$ cat src/rtl/i2c_slave_channel_register_file_assert.svh
// Assertion macros for the channel register file RTL.
`ifndef I2C_SLAVE_CHANNEL_REGISTER_FILE_ASSERT_SVH
`define I2C_SLAVE_CHANNEL_REGISTER_FILE_ASSERT_SVH

// Same-cycle implication, sampled on clk, off while rst_n is low.
`define I2CS_ASSERT_IMP(label, ante, cons, msg) \
  label: assert property (@(posedge clk) disable iff (!rst_n) (ante) |-> (cons)) \
    else $error(msg);

// Next-cycle implication, sampled on clk, off while rst_n is low.
`define I2CS_ASSERT_NXT(label, ante, cons, msg) \
  label: assert property (@(posedge clk) disable iff (!rst_n) (ante) |=> (cons)) \
    else $error(msg);

`endif

$ cat src/rtl/i2cs_pkg.sv
// Types, codes and helpers for the I2C slave channel register file.
package i2cs_pkg;

  localparam int CHANNELS = 4;
  localparam int IDX_W    = $clog2(CHANNELS);
  localparam int RX_FRAME = 5;
  localparam int TX_FRAME = 4;
  localparam int ADDR_W   = 5;
  localparam int DATA_W   = 32;

  typedef enum logic [1:0] {
    ACT_BUS   = 2'd0,
    ACT_WRITE = 2'd1,
    ACT_READ  = 2'd2
  } action_t;

  typedef enum logic [1:0] {
    ST_OK       = 2'd0,
    ST_UNKNOWN  = 2'd1,
    ST_DISABLED = 2'd2
  } status_t;

  typedef enum logic [1:0] {
    PH_RECEIVE = 2'd0,
    PH_SEND    = 2'd1,
    PH_RESET   = 2'd2
  } phase_t;

  // Register indexes, taken from paddr[4:2].
  localparam logic [2:0] REG_CODE_A   = 3'd0;
  localparam logic [2:0] REG_CODE_B   = 3'd1;
  localparam logic [2:0] REG_CODE_C   = 3'd2;
  localparam logic [2:0] REG_CODE_D   = 3'd3;
  localparam logic [2:0] REG_READ_EN  = 3'd4;
  localparam logic [2:0] REG_WRITE_EN = 3'd5;

  typedef struct packed {
    logic [CHANNELS-1:0][7:0] code;
    logic                     read_en;
    logic                     write_en;
  } cfg_t;

  typedef struct packed {
    logic [1:0]  action;
    logic        is_data;
    logic        bus_read;
    logic [7:0]  rx_byte;
    logic [7:0]  channel_code;
    logic [31:0] write_value;
  } in_item_t;

  typedef struct packed {
    logic        tx_valid;
    logic [7:0]  tx_byte;
    logic [31:0] read_value;
    logic [1:0]  status;
  } result_t;

  typedef struct packed {
    phase_t     phase;
    logic [2:0] rx_count;
    logic [2:0] tx_count;
  } core_state_t;

  typedef struct packed {
    logic             hit;
    logic [IDX_W-1:0] idx;
  } lookup_t;

  // Lowest matching word wins.
  function automatic lookup_t lookup(input logic [7:0] code, input cfg_t cfg);
    lookup_t lk;
    lk = '0;
    for (int i = CHANNELS - 1; i >= 0; i--) begin
      if (cfg.code[i] == code) begin
        lk.hit = 1'b1;
        lk.idx = IDX_W'(i);
      end
    end
    return lk;
  endfunction

endpackage

$ cat src/rtl/i2cs_in_if.sv
// Input channel: valid/ready handshake carrying one event word.
interface i2cs_in_if;
  logic        valid;
  logic        ready;
  logic [1:0]  action;
  logic        is_data;
  logic        bus_read;
  logic [7:0]  rx_byte;
  logic [7:0]  channel_code;
  logic [31:0] write_value;

  modport source (
    output valid, action, is_data, bus_read, rx_byte, channel_code, write_value,
    input  ready
  );
  modport sink (
    input  valid, action, is_data, bus_read, rx_byte, channel_code, write_value,
    output ready
  );
endinterface

$ cat src/rtl/i2cs_out_if.sv
// Result channel: valid/ready handshake carrying one result word.
interface i2cs_out_if;
  logic        valid;
  logic        ready;
  logic        tx_valid;
  logic [7:0]  tx_byte;
  logic [31:0] read_value;
  logic [1:0]  status;

  modport source (
    output valid, tx_valid, tx_byte, read_value, status,
    input  ready
  );
  modport sink (
    input  valid, tx_valid, tx_byte, read_value, status,
    output ready
  );
endinterface

$ cat src/rtl/i2cs_cfg.sv
// APB-style configuration registers: channel codes and access enables.
module i2cs_cfg (
  input  logic                         clk,
  input  logic                         rst_n,
  input  logic                         psel,
  input  logic                         penable,
  input  logic                         pwrite,
  input  logic [i2cs_pkg::ADDR_W-1:0]  paddr,
  input  logic [i2cs_pkg::DATA_W-1:0]  pwdata,
  output logic [i2cs_pkg::DATA_W-1:0]  prdata,
  output logic                         pready,
  output i2cs_pkg::cfg_t               cfg_o
);

  i2cs_pkg::cfg_t cfg_r;
  logic [2:0]     reg_idx;
  logic           wr_en;

  assign pready  = 1'b1;
  assign reg_idx = paddr[4:2];
  assign wr_en   = psel && penable && pwrite;
  assign cfg_o   = cfg_r;

  always_ff @(posedge clk) begin
    if (!rst_n) begin
      cfg_r.code[0]  <= 8'd16;
      cfg_r.code[1]  <= 8'd17;
      cfg_r.code[2]  <= 8'd18;
      cfg_r.code[3]  <= 8'd19;
      cfg_r.read_en  <= 1'b1;
      cfg_r.write_en <= 1'b1;
    end else if (wr_en) begin
      case (reg_idx)
        i2cs_pkg::REG_CODE_A:   cfg_r.code[0]  <= pwdata[7:0];
        i2cs_pkg::REG_CODE_B:   cfg_r.code[1]  <= pwdata[7:0];
        i2cs_pkg::REG_CODE_C:   cfg_r.code[2]  <= pwdata[7:0];
        i2cs_pkg::REG_CODE_D:   cfg_r.code[3]  <= pwdata[7:0];
        i2cs_pkg::REG_READ_EN:  cfg_r.read_en  <= pwdata[0];
        i2cs_pkg::REG_WRITE_EN: cfg_r.write_en <= pwdata[0];
        default: ;
      endcase
    end
  end

  always_comb begin
    case (reg_idx)
      i2cs_pkg::REG_CODE_A:   prdata = {24'd0, cfg_r.code[0]};
      i2cs_pkg::REG_CODE_B:   prdata = {24'd0, cfg_r.code[1]};
      i2cs_pkg::REG_CODE_C:   prdata = {24'd0, cfg_r.code[2]};
      i2cs_pkg::REG_CODE_D:   prdata = {24'd0, cfg_r.code[3]};
      i2cs_pkg::REG_READ_EN:  prdata = {31'd0, cfg_r.read_en};
      i2cs_pkg::REG_WRITE_EN: prdata = {31'd0, cfg_r.write_en};
      default:                prdata = '0;
    endcase
  end

endmodule

$ cat src/rtl/i2cs_core.sv
// Bus frame state, channel words and the one-pass result logic.
module i2cs_core (
  input  logic                  clk,
  input  logic                  rst_n,
  input  logic                  fire_i,
  input  i2cs_pkg::in_item_t    item_i,
  input  i2cs_pkg::cfg_t        cfg_i,
  output i2cs_pkg::result_t     res_o,
  output i2cs_pkg::core_state_t st_o
);

  i2cs_pkg::phase_t phase_r, phase_nxt;
  logic [2:0]       rx_count_r, rx_count_nxt;
  logic [2:0]       tx_count_r, tx_count_nxt;
  logic [7:0]       sel_code_r, sel_code_nxt;
  logic [31:0]      work_r, work_nxt;
  logic [i2cs_pkg::CHANNELS-1:0][31:0] words_r;

  i2cs_pkg::lookup_t          bus_lk, loc_lk;
  logic [i2cs_pkg::IDX_W-1:0] rd_idx;
  logic [31:0]                rd_word;
  logic                       wr_en;
  logic [i2cs_pkg::IDX_W-1:0] wr_idx;
  logic [31:0]                wr_data;
  logic [1:0]                 byte_sel;

  assign bus_lk  = i2cs_pkg::lookup(sel_code_r, cfg_i);
  assign loc_lk  = i2cs_pkg::lookup(item_i.channel_code, cfg_i);
  assign rd_idx  = (item_i.action == i2cs_pkg::ACT_BUS) ? bus_lk.idx : loc_lk.idx;
  assign rd_word = words_r[rd_idx];
  assign st_o    = '{phase: phase_r, rx_count: rx_count_r, tx_count: tx_count_r};

  always_comb begin
    phase_nxt    = phase_r;
    rx_count_nxt = rx_count_r;
    tx_count_nxt = tx_count_r;
    sel_code_nxt = sel_code_r;
    work_nxt     = work_r;
    wr_en        = 1'b0;
    wr_idx       = loc_lk.idx;
    wr_data      = item_i.write_value;
    res_o        = '0;
    byte_sel     = rx_count_r[1:0] - 2'd1;

    case (item_i.action)
      i2cs_pkg::ACT_BUS: begin
        case (phase_r)
          i2cs_pkg::PH_RECEIVE: begin
            if (!item_i.is_data) begin
              if (item_i.bus_read) begin
                work_nxt       = bus_lk.hit ? rd_word : 32'd0;
                res_o.tx_valid = 1'b1;
                res_o.tx_byte  = work_nxt[7:0];
                tx_count_nxt   = 3'd1;
                phase_nxt      = i2cs_pkg::PH_SEND;
              end
            end else begin
              if (rx_count_r == 3'd0) begin
                sel_code_nxt = item_i.rx_byte;
              end else begin
                work_nxt[8*byte_sel +: 8] = item_i.rx_byte;
              end
              rx_count_nxt = rx_count_r + 3'd1;
              // Fifth data byte: commit the word and drop the frame.
              if (rx_count_nxt >= 3'(i2cs_pkg::RX_FRAME)) begin
                wr_en        = bus_lk.hit;
                wr_idx       = bus_lk.idx;
                wr_data      = work_nxt;
                phase_nxt    = i2cs_pkg::PH_RECEIVE;
                rx_count_nxt = 3'd0;
                tx_count_nxt = 3'd0;
                sel_code_nxt = 8'd0;
                work_nxt     = 32'd0;
              end
            end
          end
          i2cs_pkg::PH_SEND: begin
            res_o.tx_valid = 1'b1;
            res_o.tx_byte  = work_r[8*tx_count_r[1:0] +: 8];
            tx_count_nxt   = tx_count_r + 3'd1;
            if (tx_count_nxt >= 3'(i2cs_pkg::TX_FRAME)) begin
              phase_nxt = i2cs_pkg::PH_RESET;
            end
          end
          default: begin
            phase_nxt    = i2cs_pkg::PH_RECEIVE;
            rx_count_nxt = 3'd0;
            tx_count_nxt = 3'd0;
            sel_code_nxt = 8'd0;
            work_nxt     = 32'd0;
          end
        endcase
      end
      i2cs_pkg::ACT_WRITE: begin
        if (!cfg_i.write_en) begin
          res_o.status = i2cs_pkg::ST_DISABLED;
        end else if (loc_lk.hit) begin
          wr_en = 1'b1;
        end else begin
          res_o.status = i2cs_pkg::ST_UNKNOWN;
        end
      end
      i2cs_pkg::ACT_READ: begin
        if (!cfg_i.read_en) begin
          res_o.status = i2cs_pkg::ST_DISABLED;
        end else if (loc_lk.hit) begin
          res_o.read_value = rd_word;
        end else begin
          res_o.status = i2cs_pkg::ST_UNKNOWN;
        end
      end
      default: ;
    endcase
  end

  always_ff @(posedge clk) begin
    if (!rst_n) begin
      phase_r    <= i2cs_pkg::PH_RECEIVE;
      rx_count_r <= 3'd0;
      tx_count_r <= 3'd0;
      sel_code_r <= 8'd0;
      work_r     <= 32'd0;
      words_r    <= '0;
    end else if (fire_i) begin
      phase_r    <= phase_nxt;
      rx_count_r <= rx_count_nxt;
      tx_count_r <= tx_count_nxt;
      sel_code_r <= sel_code_nxt;
      work_r     <= work_nxt;
      if (wr_en) begin
        words_r[wr_idx] <= wr_data;
      end
    end
  end

endmodule

$ cat src/rtl/i2c_slave_channel_register_file.sv
// Top level of the I2C slave channel register file.
//
// Holds four 32-bit channel words (zero after reset) and serves them over a
// byte-event channel. Each input word on in_ch is either a bus byte event
// (address or data byte from the I2C front end), a local write or a local
// read by channel code. Every input word yields exactly one result word on
// out_ch: the byte to transmit (with tx_valid), the local read value and a
// status code.
// Pipeline: a word accepted on in_ch is registered in the input register,
// processed into the result register and shown on out_ch from then on. One
// word is accepted per cycle while out_ch does not stall; the rate is set by
// the frame state update between the input register and the result register.
// When out_ch stalls, the result register holds and one more word may wait
// in the input register; after that in_ch.ready drops until out_ch drains.
// Reset (rst_n low, synchronous) clears the frame state, the channel words,
// both valid flags and restores the code and enable registers.
// Configuration: APB-style cfg_ port, registers at byte addresses 4*i; the user
// must write them only while no word is in flight, which the block does not enforce.
`include "i2c_slave_channel_register_file_assert.svh"

module i2c_slave_channel_register_file (
  input  logic                         clk,
  input  logic                         rst_n,
  i2cs_in_if.sink                      in_ch,
  i2cs_out_if.source                   out_ch,
  input  logic                         cfg_psel,
  input  logic                         cfg_penable,
  input  logic                         cfg_pwrite,
  input  logic [i2cs_pkg::ADDR_W-1:0]  cfg_paddr,
  input  logic [i2cs_pkg::DATA_W-1:0]  cfg_pwdata,
  output logic [i2cs_pkg::DATA_W-1:0]  cfg_prdata,
  output logic                         cfg_pready
);

  i2cs_pkg::cfg_t        cfg;
  i2cs_pkg::in_item_t    in_item_r;
  logic                  in_v_r;
  i2cs_pkg::result_t     res;
  i2cs_pkg::result_t     out_res_r;
  logic                  out_v_r;
  i2cs_pkg::core_state_t core_st;
  logic                  advance;
  logic                  fire;

  i2cs_cfg u_cfg (
    .clk     (clk),
    .rst_n   (rst_n),
    .psel    (cfg_psel),
    .penable (cfg_penable),
    .pwrite  (cfg_pwrite),
    .paddr   (cfg_paddr),
    .pwdata  (cfg_pwdata),
    .prdata  (cfg_prdata),
    .pready  (cfg_pready),
    .cfg_o   (cfg)
  );

  // Result register is free when empty or being taken this cycle.
  assign advance     = !out_v_r || out_ch.ready;
  assign fire        = in_v_r && advance;
  assign in_ch.ready = !in_v_r || advance;

  always_ff @(posedge clk) begin
    if (!rst_n) begin
      in_v_r <= 1'b0;
    end else if (in_ch.ready) begin
      in_v_r <= in_ch.valid;
    end
  end

  always_ff @(posedge clk) begin
    if (in_ch.valid && in_ch.ready) begin
      in_item_r <= '{action:       in_ch.action,
                     is_data:      in_ch.is_data,
                     bus_read:     in_ch.bus_read,
                     rx_byte:      in_ch.rx_byte,
                     channel_code: in_ch.channel_code,
                     write_value:  in_ch.write_value};
    end
  end

  i2cs_core u_core (
    .clk    (clk),
    .rst_n  (rst_n),
    .fire_i (fire),
    .item_i (in_item_r),
    .cfg_i  (cfg),
    .res_o  (res),
    .st_o   (core_st)
  );

  always_ff @(posedge clk) begin
    if (!rst_n) begin
      out_v_r <= 1'b0;
    end else if (advance) begin
      out_v_r <= in_v_r;
    end
  end

  always_ff @(posedge clk) begin
    if (fire) begin
      out_res_r <= res;
    end
  end

  assign out_ch.valid      = out_v_r;
  assign out_ch.tx_valid   = out_res_r.tx_valid;
  assign out_ch.tx_byte    = out_res_r.tx_byte;
  assign out_ch.read_value = out_res_r.read_value;
  assign out_ch.status     = out_res_r.status;

  `I2CS_ASSERT_IMP(a_stall_blocks_input, in_v_r && out_v_r && !out_ch.ready, !in_ch.ready, "input taken while both stages are full")
  `I2CS_ASSERT_IMP(a_send_count_range, core_st.phase == i2cs_pkg::PH_SEND, core_st.tx_count != 3'd0 && core_st.tx_count < 3'd4, "tx_count out of range in send phase")
  `I2CS_ASSERT_IMP(a_rx_count_range, 1'b1, core_st.rx_count < 3'd5, "rx_count reached frame length")
  `I2CS_ASSERT_NXT(a_reset_phase_clears, fire && in_item_r.action == i2cs_pkg::ACT_BUS && core_st.phase == i2cs_pkg::PH_RESET, core_st.phase == i2cs_pkg::PH_RECEIVE && core_st.rx_count == 3'd0, "bus event in reset phase did not clear the frame")

endmodule

$ cat src/flat_wrapper.sv
// flat-port wrapper written by rule: the top's interface ports become plain ports
module i2c_slave_channel_register_file_flat 
  (clk, rst_n, cfg_psel, cfg_penable, cfg_pwrite, cfg_paddr, cfg_pwdata, cfg_prdata, cfg_pready, in_ch_valid, in_ch_action, in_ch_is_data, in_ch_bus_read, in_ch_rx_byte, in_ch_channel_code, in_ch_write_value, in_ch_ready, out_ch_valid, out_ch_tx_valid, out_ch_tx_byte, out_ch_read_value, out_ch_status, out_ch_ready);
  i2cs_in_if in_ch_i ();
  i2cs_out_if out_ch_i ();
  input  logic clk;
  input  logic rst_n;
  input  logic cfg_psel;
  input  logic cfg_penable;
  input  logic cfg_pwrite;
  input  logic [i2cs_pkg::ADDR_W-1:0] cfg_paddr;
  input  logic [i2cs_pkg::DATA_W-1:0] cfg_pwdata;
  output logic [i2cs_pkg::DATA_W-1:0] cfg_prdata;
  output logic cfg_pready;
  input wire logic [$bits(in_ch_i.valid)-1:0] in_ch_valid;
  input wire logic [$bits(in_ch_i.action)-1:0] in_ch_action;
  input wire logic [$bits(in_ch_i.is_data)-1:0] in_ch_is_data;
  input wire logic [$bits(in_ch_i.bus_read)-1:0] in_ch_bus_read;
  input wire logic [$bits(in_ch_i.rx_byte)-1:0] in_ch_rx_byte;
  input wire logic [$bits(in_ch_i.channel_code)-1:0] in_ch_channel_code;
  input wire logic [$bits(in_ch_i.write_value)-1:0] in_ch_write_value;
  output wire logic [$bits(in_ch_i.ready)-1:0] in_ch_ready;
  output wire logic [$bits(out_ch_i.valid)-1:0] out_ch_valid;
  output wire logic [$bits(out_ch_i.tx_valid)-1:0] out_ch_tx_valid;
  output wire logic [$bits(out_ch_i.tx_byte)-1:0] out_ch_tx_byte;
  output wire logic [$bits(out_ch_i.read_value)-1:0] out_ch_read_value;
  output wire logic [$bits(out_ch_i.status)-1:0] out_ch_status;
  input wire logic [$bits(out_ch_i.ready)-1:0] out_ch_ready;
  assign in_ch_i.valid = in_ch_valid;
  assign in_ch_i.action = in_ch_action;
  assign in_ch_i.is_data = in_ch_is_data;
  assign in_ch_i.bus_read = in_ch_bus_read;
  assign in_ch_i.rx_byte = in_ch_rx_byte;
  assign in_ch_i.channel_code = in_ch_channel_code;
  assign in_ch_i.write_value = in_ch_write_value;
  assign in_ch_ready = in_ch_i.ready;
  assign out_ch_valid = out_ch_i.valid;
  assign out_ch_tx_valid = out_ch_i.tx_valid;
  assign out_ch_tx_byte = out_ch_i.tx_byte;
  assign out_ch_read_value = out_ch_i.read_value;
  assign out_ch_status = out_ch_i.status;
  assign out_ch_i.ready = out_ch_ready;
  i2c_slave_channel_register_file u_core (.clk(clk), .rst_n(rst_n), .in_ch(in_ch_i), .out_ch(out_ch_i), .cfg_psel(cfg_psel), .cfg_penable(cfg_penable), .cfg_pwrite(cfg_pwrite), .cfg_paddr(cfg_paddr), .cfg_pwdata(cfg_pwdata), .cfg_prdata(cfg_prdata), .cfg_pready(cfg_pready));
endmodule
$ cat config.mk
export PLATFORM = sky130hd
export DESIGN_NAME = i2c_slave_channel_register_file_flat
export DESIGN_NICKNAME = d
export VERILOG_FILES = /design/src/rtl/i2cs_pkg.sv /design/src/rtl/i2cs_in_if.sv /design/src/rtl/i2cs_out_if.sv /design/src/rtl/i2cs_cfg.sv /design/src/rtl/i2cs_core.sv /design/src/rtl/i2c_slave_channel_register_file.sv /design/src/flat_wrapper.sv
export VERILOG_INCLUDE_DIRS = /design/src /design/src/rtl
export SDC_FILE = /design/constraint.sdc
export NUM_CORES = 1
export LEC_CHECK = 0
export ABC_AREA = 1
export BUFFER_PORTS_ARGS = -buffer_cell sky130_fd_sc_hd__buf_2
export CAP_MARGIN = 0
export CORE_UTILIZATION = 45
export CTS_BUF_LIST = sky130_fd_sc_hd__clkbuf_4 sky130_fd_sc_hd__clkbuf_8
export DETAILED_ROUTE_END_ITERATION = 8
export GPL_ROUTABILITY_DRIVEN = 0
export PLACE_DENSITY = 0.64
export SLEW_MARGIN = 25
export SYNTH_ARGS = -nofsm -noshare
export SYNTH_HDL_FRONTEND = slang
export SYNTH_SLANG_ARGS = --single-unit
$ cat constraint.sdc
create_clock -name clk -period 6.2 [get_ports clk]
set_input_delay 0.31 -clock clk [delete_from_list [all_inputs] [get_ports clk]]
set_output_delay 0.31 -clock clk [all_outputs]
set_load 0.005 [all_outputs]
==> results of run 1 <==
==> kinds of logic (layout without fill, tap and decap cells) <==
group | count (synthesis) | count (layout) | share of synthesized area
simple gates | 1096 | 1096 | 0.2969
compound gates | 386 | 386 | 0.1344
flops | 307 | 307 | 0.4648
buf+inv | 266 | 412 | 0.07629
xor+xnor | 33 | 33 | 0.01893
fa+ha+maj | 10 | 10 | 0.008195
other cells | 2 | 25 | 0.0004919
==> flip-flops by register name, summed over array words and instances (netlist names) <==
register,flops
u_core.in_item_r,52
u_core.in_v_r,1
u_core.out_ch.read_value,32
u_core.out_ch.status,2
u_core.out_ch.tx_byte,8
u_core.out_ch.tx_valid,1
u_core.out_ch.valid,1
u_core.u_cfg.cfg_o,34
u_core.u_core.phase_r,2
u_core.u_core.rx_count_r,3
u_core.u_core.sel_code_r,8
u_core.u_core.tx_count_r,3
u_core.u_core.words_r,128
u_core.u_core.work_r,32
==> synthesized netlist by cell type <==
cell type,number
o211ai_1,9
o21ai_0,118
nand2_1,646
nand2b_1,1
a21oi_4,1
clkbuf_1,65
o221ai_1,1
nand2_2,2
buf_4,32
o21ai_1,3
inv_2,8
clkinv_2,1
buf_2,32
dfxtp_1,212
a221oi_1,1
a21oi_1,222
conb_1,2
a211oi_1,10
a31oi_1,2
nor4_1,1
ha_1,10
and2_1,8
a22oi_1,4
nor2_1,180
buf_1,16
or2_0,1
edfxtp_1,95
nand4_4,1
nor3_4,2
a221o_1,3
or2_2,9
xnor2_1,13
xor2_1,20
o31ai_1,9
nand4_1,10
clkinv_1,1
nor2_2,2
nand3_1,229
clkbuf_2,4
inv_1,107
o22ai_1,3
nor3_1,4
==> report_power, final <==
part | total [µW] | switching [µW] | internal, µW
Clock | 1860 | 823 | 1040
Combinational | 302 | 199 | 102
Sequential | 2140 | 24.9 | 2110
Total | 4300 | 1050 | 3250
==> worst max-delay path by stage <==
stage / slack [ps] / depth (start not counted) / startpoint / to
2_1_floorplan: 3560 / 14 / u_core.u_core.rx_count_r[0]$_SDFFE_PN0P_ / u_core.u_core.words_r[100]$_SDFFE_PN0P_
3_3_place_gp: 1650 / 15 / u_core.u_core.rx_count_r[0]$_SDFFE_PN0P_ / u_core.u_core.words_r[17]$_SDFFE_PN0P_
3_5_place_dp: 1590 / 15 / u_core.u_core.rx_count_r[0]$_SDFFE_PN0P_ / u_core.u_core.words_r[22]$_SDFFE_PN0P_
4_1_cts: 1570 / 15 / u_core.u_core.rx_count_r[0]$_SDFFE_PN0P_ / u_core.u_core.words_r[11]$_SDFFE_PN0P_
5_1_grt: 1220 / 16 / u_core.u_core.rx_count_r[0]$_SDFFE_PN0P_ / u_core.u_core.words_r[0]$_SDFFE_PN0P_
6_report: 1430 / 15 / u_core.u_core.rx_count_r[0]$_SDFFE_PN0P_ / u_core.u_core.words_r[0]$_SDFFE_PN0P_
==> timing repair <==
item	in CTS	in global routing
gates resized for setup	0	0
hold endpoints to repair	62	0
hold buffers	57	0
==> tightest hold or removal path: stages <==
cell and delay [ps]:
buf_2 120, nor2_1 50, nor2_1 80
==> routing by layer <==
metal / vias to the layer above / GRT usage
li1: 7125 / -
met1: 6859 / 0.3801
met2: 671 / 0.4575
met3: 111 / 0.03583
met4: 0 / 0.1161
met5: - / 0
==> cells in the final DEF, fill, tap and decap left out, types with 4 or more instances in the layout <==
| cell | n |
|---|---|
| nand2_1 | 642 |
| nand3_1 | 227 |
| a21oi_1 | 222 |
| dfxtp_1 | 212 |
| nor2_1 | 180 |
| buf_2 | 122 |
| o21ai_0 | 118 |
| inv_1 | 104 |
| edfxtp_1 | 95 |
| dlygate4sd3_1 | 57 |
| clkbuf_8 | 52 |
| conb_1 | 25 |
| buf_4 | 24 |
| clkbuf_4 | 23 |
| xor2_1 | 20 |
| xnor2_1 | 13 |
| nand4_1 | 10 |
| a211oi_1 | 10 |
| ha_1 | 10 |
| o211ai_1 | 9 |
| inv_2 | 9 |
| or2_2 | 9 |
| clkinv_1 | 9 |
| o31ai_1 | 8 |
| and2_1 | 8 |
| clkinv_2 | 6 |
| nand2_2 | 6 |
| nor3_1 | 4 |
| a22oi_1 | 4 |
==> cell type report <==
| class | instances | share of cell area |
|---|---|---|
| repair buffers | 204 | 0.07829 |
| multi-input cells | 1550 | 0.4037 |
| clock inverters | 16 | 0.008368 |
| well taps | 448 | 0.03177 |
| clock buffers | 75 | 0.05035 |
| inverters | 117 | 0.02532 |
| flip-flops and latches | 307 | 0.4022 |
==> through the flow <==
stage	utilization	std cells	setup WS [ps]	cell area [µm²]
floorplan	-	2123	3563	15350
global placement	0.4793	2569	1651	16030
detailed placement	0.4793	2569	1588	16030
CTS	0.5274	2717	1572	17640
global route	0.5275	2717	1220	17640
finish	0.5275	2717	1428	17640
==> results.md, run 1 <==
* Hold Path Cell Cnt at 3
* Final Hold Vio Count at 0
* Final-stage net count at 2,336
* Maxcap violations at 0
* Later-pin clock latency in the skew report at 590 ps
* Routed WL per cell at 17.79 µm
* First-pass GRT wire length at 75,700 µm
* CTS tree: yes
* Core Area at 33,450 µm²
* Skew final at 34.10 ps
* Hold endpoint: u_core.u_cfg.cfg_o[5]$_SDFFE_PN0P_
* Mapped cell area at 15,270 µm²
* CP arrival at 5180 ps
* Drt first pass iters at 6
* Buffers and inverters on the worst path at 5
* Hold slack at 15.34 ps
* # setup viols final at 0
* Status: finished clean
* Met2 WL at 22,500 µm
* Critical Path Source Type: register
* Clock Path Buffers at 3
* I/O pin count at 174
* Seq cells post-synth at 307
* Fin crit period at 4772 ps
* Slew Viols, Final at 0
* Post-route ant nets at 0
* Slew @ Worst Pin at 941.4 ps
* Synth Warn # at 0
* ANT cells at 0
* Largest cells by area after synthesis: dfxtp_1, edfxtp_1, nand2_1
* Final HPWL DP at 30,370 µm
* Post-Syn Area per Cell at 7.271 µm²
* PwrDens at 243.6 nW/µm²
* Ratio of cells with drive above 1 in the final layout at 0.1177
* Uppermost layer routed: met4
* Std cell rows at 67
* Final worst-path cycle share at 0.7697
* Peak supply drop at 0.1626 mV
* Data required, critical path at 6610 ps
* Vias in the first global route at 13.87k
* Post-synthesis sequential area ratio at 0.4648
* Pin count of the biggest net entering global routing at 93
* CP top delay family: buffers and inverters
* DRC viols at 0
* CP max FO at 42
* R2R cell count at 15
* Layout fillers at 3,302
* Share of the synthesized area in the top cell type at 0.2780
* Gate Count Post-Synth at 2,100
* RSZ-0062 raised after global routing: no
* Clock-pin slew on the worst setup and hold paths at 60 ps
* DR iter-0 viols at 1,621
* Post-route setup TNS at 0 ps
* CP cell instances: inv_1 > ha_1 > nor2_2 > a21oi_4 > nand4_4 > buf_4 > clkinv_2 > nand3_1 > nand2_1 > nor2_2 > buf_4 > nand2_1 > buf_4 > nand2_1 > a21oi_1
* Lkg Pwr at 0.006799 µW
* Worst Hold Class: input pin to register
* Total global routing overflow at 0
* H-tree lvl count at 2
* Relative slew slack at 0.3676
* Die height at 186.2 µm
* Routed vias at 14.77k
* Starting density of the core at 0.4565
* CTS buffer count at 50
* All-layer global routing usage at 0.2821
* Largest stage delay, worst path at 580 ps
* Synth area leader: dfxtp_1
* Clk root buf: clkbuf_8
* Reg2Reg Launch Point: u_core.u_core.rx_count_r[0]$_SDFFE_PN0P_
* Crit. End Element: register
* Final WL at 48,340 µm
* Max Fclk at 209.6 MHz
* FF+latch area at 7097 µm²
* Distinct cells, synth at 42
* Area of the multi-input gates at 7122 µm²
* Die Area at 34,670 µm²
* Crit path kind: register to register
* Worst path slowest cell: clkinv_2
* Reg2Reg Setup Slack at 1430 ps
* Hold path startpoint: cfg_pwdata[3]
* Die Width at 186.2 µm
* Total power at 4297 µW
* Vias per inst at 5.435
* Initial antenna violation count at 0
* Worst r2r dst: u_core.u_core.words_r[0]$_SDFFE_PN0P_
* Area Overhead vs Synth at 15.55%
* Post-CTS setup buffer count at 0
* Metal3 WL at 3567 µm
* # port buffers at 122
* Clk sinks at 307
* WL met1 at 20,570 µm
Note: power is estimated with default switching activity, not from simulation.
==> run 2, diff against run 1 <==
--- a/config.mk
+++ b/config.mk
@@ -6,7 +6,7 @@
 export SDC_FILE = /design/constraint.sdc
 export NUM_CORES = 1
 export LEC_CHECK = 0
-export ABC_AREA = 1
+export ABC_AREA = 0
 export BUFFER_PORTS_ARGS = -buffer_cell sky130_fd_sc_hd__buf_2
 export CAP_MARGIN = 0
 export CORE_UTILIZATION = 45
==> constraint.sdc (replaced) <==
create_clock -name clk -period 4.5 [get_ports clk]
set_input_delay 0.225 -clock clk [delete_from_list [all_inputs] [get_ports clk]]
set_output_delay 0.225 -clock clk [all_outputs]
set_load 0.005 [all_outputs]
==> run 2 against run 1 <==
Clock skew is 2.9 ps higher. Maximum frequency increased by 33%. Hold slack better by 22 ps. Synthesized cell count fell by 30%. Setup slack worse by 530 ps. Synthesized area grew 1.2%. Global-route usage fell by 4.9 points. Clock power up 42%. Sequential power rose by 37%. Utilization rose by 0.83 points. Total power is 37% higher. Non-clock buffer count is 12 higher. Critical path type unchanged.
==> results.md, run 2 <==
* Final worst-path cycle share at 0.7998 (+0.03008)
* Pin count of the biggest net entering global routing at 94 (+1.1%)
* Data required, critical path at 4810 ps (-1800 ps)
* Worst Hold Class: input pin to register
* Post-cts sizing count at 0 (unchanged)
* Vias in the first global route at 11.60k (-16%)
* CTS tree: yes
* Synth area leader: dfxtp_1
* Ys async rst share at 0 (unchanged)
* CTS buffer count at 50 (unchanged)
* Core Area at 33,700 µm² (+0.75%)
* Routed WL per cell at 19.34 µm (+8.7%)
* Final instance area at 18,050 µm² (+2.3%)
* PwrDens at 327.0 nW/µm² (+34%)
* All-layer global routing usage at 0.2334 (-0.04865)
* Skew final at 37.00 ps (+2.892 ps)
* Most frequent cells in the layout: mux2i_1, dfxtp_1, nand2_1
* Slew @ Worst Pin at 1050 ps (+108.9 ps)
* I/O pin count at 174 (unchanged)
* Vias per inst at 5.517 (+1.5%)
* Seq cells post-synth at 307 (unchanged)
* Die height at 187.3 µm (+0.61%)
* Final Hold Vio Count at 0 (unchanged)
* Placed Instances at 1,972 (-23%)
* ANT cells at 0 (unchanged)
* Fin crit period at 3599 ps (-1173 ps)
* Distinct cells, synth at 66 (+57%)
* Post-synthesis sequential area ratio at 0.4591 (-0.005718)
* Clock Path Buffers at 3 (unchanged)
* Worst path slowest cell: a2111oi_0
* Die Width at 187.3 µm (+0.61%)
* Share of the synthesized area in the top cell type at 0.2745 (-0.003420)
* Final HPWL DP at 27,160 µm (-11%)
* Crit. End Element: register
* Most used DFF post-synth: dfxtp_1
* CP max FO at 31 (-26%)
* Final-stage net count at 1,747 (-25%)
* Commonest non-fill, non-tap cell in the layout: mux2i_1
* # port buffers at 122 (unchanged)
* Total global routing overflow at 0 (unchanged)
* WP depth at 8 (-7)
* Count leader, synth: mux2i_1
* Post-route ant nets at 0 (unchanged)
* Synth Warn # at 0 (unchanged)
* RSZ-0062 raised after global routing: no
* Later-pin clock latency in the skew report at 630 ps (+40 ps)
* Hold slack at 37.43 ps (+22.09 ps)
* Starting density of the core at 0.4587 (+0.002237)
* Largest cells by area after synthesis: dfxtp_1, edfxtp_1, mux2i_1
* Post-route setup TNS at 0 ps (unchanged)
* CP cell instances: xor2_1 > nor4_1 > nand2_1 > a221oi_1 > mux2_2 > buf_12 > nor2b_1 > a2111oi_0
* Die Area at 35,100 µm² (+1.2%)
* Post-Layout Cell Count at 2,131 (-22%)
* DRC viols at 0 (unchanged)
* Gate Count Post-Synth at 1,479 (-30%)
* H-tree lvl count at 2 (unchanged)
* Hold buffers post-CTS at 65 (+14%)
* Reg2Reg Setup Slack at 900 ps (-530 ps)
* DP Area at 16,290 µm² (+1.6%)
* Initial antenna violation count at 0 (unchanged)
* Clk sinks at 307 (unchanged)
* Ratio of cells with drive above 1 in the final layout at 0.1777 (+0.05999)
* Hold Path Cell Cnt at 3 (unchanged)
* # setup viols final at 0 (unchanged)
* Max FFs per register at 128 (unchanged)
* Relative slew slack at 0.2981 (-0.06947)
* First-pass GRT wire length at 64,230 µm (-15%)
* Max Fclk at 277.9 MHz (+33%)
* Routed vias at 11.76k (-20%)
* Post-Syn Area per Cell at 10.45 µm² (+44%)
* CP arrival at 3910 ps (-1270 ps)
* Clk root buf: clkbuf_8
* Slew Viols, Final at 0 (unchanged)
* DR iter-0 viols at 695 (-57%)
* Area Overhead vs Synth at 16.79%
* Status: finished clean
* Mapped cell area at 15,460 µm² (+1.2%)
* Most instantiated cells after synthesis: mux2i_1, dfxtp_1, nand2_1
* Largest reg by FF count: u_core.u_core.words_r
* Clock-pin slew on the worst setup and hold paths at 60 ps (about the same)
* Std cell rows at 67 (unchanged)
* Post-CTS setup buffer count at 0 (unchanged)
* Lkg Pwr at 0.006915 µW (+1.7%)
* Crit path kind: register to register
* Maxcap violations at 0 (unchanged)
* R2R cell count at 8 (-7)
* Number of flops mapped to enable cells by yosys at 95 (unchanged)
* Largest stage delay, worst path at 770 ps (+190 ps)
* Peak supply drop at 0.2176 mV (+34%)
* CP top delay family: compound AO/OA/AOI/OAI gates
* Buffers and inverters on the worst path at 1 (-4)
* Critical Path Source Type: register
* Final WL at 41,200 µm (-15%)
* Drt first pass iters at 5 (-1)
-- run 2: changes by cell type after synthesis, moves of 18 or more --
cell      change
xnor2_1      +20
a21oi_1     -148
nor4_1       +19
nand2_1     -484
nor2b_1     +101
nor2_1      -104
mux2i_1     +224
o21ai_0     -110
buf_2        -19
nand3_1     -206
mux2_2       +18
o221ai_1     +32
inv_1        -97
and3b_1      +24
-- run 2: area by class of cell --
type,count,area (µm²)
clock inverter,8,73.82
fill,2978,15650
tap,448,560.5
sequential,307,7097
clock buffer,86,1033
inverter,11,41.29
multi-input combinational,1055,7710
timing repair buffer,216,1539
-- run 2: per-layer routing --
layer / track usage / part of all wire
met1: 0.3100 / 0.45
met2: 0.3849 / 0.48
met3: 0.03621 / 0.050
met4: 0.08260 / 0.024
met5: 0 / 0
-- run 2: worst paths after layout --
path,startpoint,to
hold reg to reg,u_core.u_core.words_r[108]$_SDFFE_PN0P_,u_core.u_core.words_r[108]$_SDFFE_PN0P_
setup / recovery,u_core.in_item_r[36]$_DFFE_PP_,u_core.out_ch.read_value[14]$_SDFFCE_PN0P_
hold / removal,cfg_pwrite,u_core.u_cfg.cfg_o[0]$_SDFFE_PN1P_
setup reg to reg,u_core.in_item_r[36]$_DFFE_PP_,u_core.out_ch.read_value[14]$_SDFFCE_PN0P_
-- run 2: where the power goes --
part / internal [µW] / total [µW] / switching (µW) / leakage (µW)
registers: 2900 / 2940 / 40.1 / 0.00264
logic: 134 / 319 / 186 / 0.00368
clock network: 1500 / 2640 / 1140 / 0.000591
total: 4540 / 5900 / 1370 / 0.00692
-- run 2: logic make-up after synthesis --
family,count (synthesis),share of synthesized area
other,2,0.0004858
adders and majority gates,10,0.008094
xor gates and xnor gates,66,0.03739
muxes,257,0.1800
buffers and inverters,140,0.05132
DFF,307,0.4591
AOI/OAI and AO/OA,229,0.1076
and+or+nand+nor,468,0.1561
-- run 2: worst min-delay path: cells and delay by family --
family / cells / cell delay, ps
AND/OR/NAND/NOR: 1 / 160
AO/OA/AOI/OAI: 1 / 120
buffers and inverters: 1 / 90
-- run 2: stage by stage --
| step | util | total power (µW) | setup WS [ps] |
|---|---|---|---|
| after floorplan | - | 3170 | 1254 |
| after global placement | 0.4830 | 3269 | 742.4 |
| after detailed placement | 0.4834 | 3274 | 1015 |
| after CTS | 0.5356 | 5952 | 842.3 |
| after global routing | 0.5358 | 6119 | 654.1 |
| final | 0.5358 | 5903 | 901.0 |
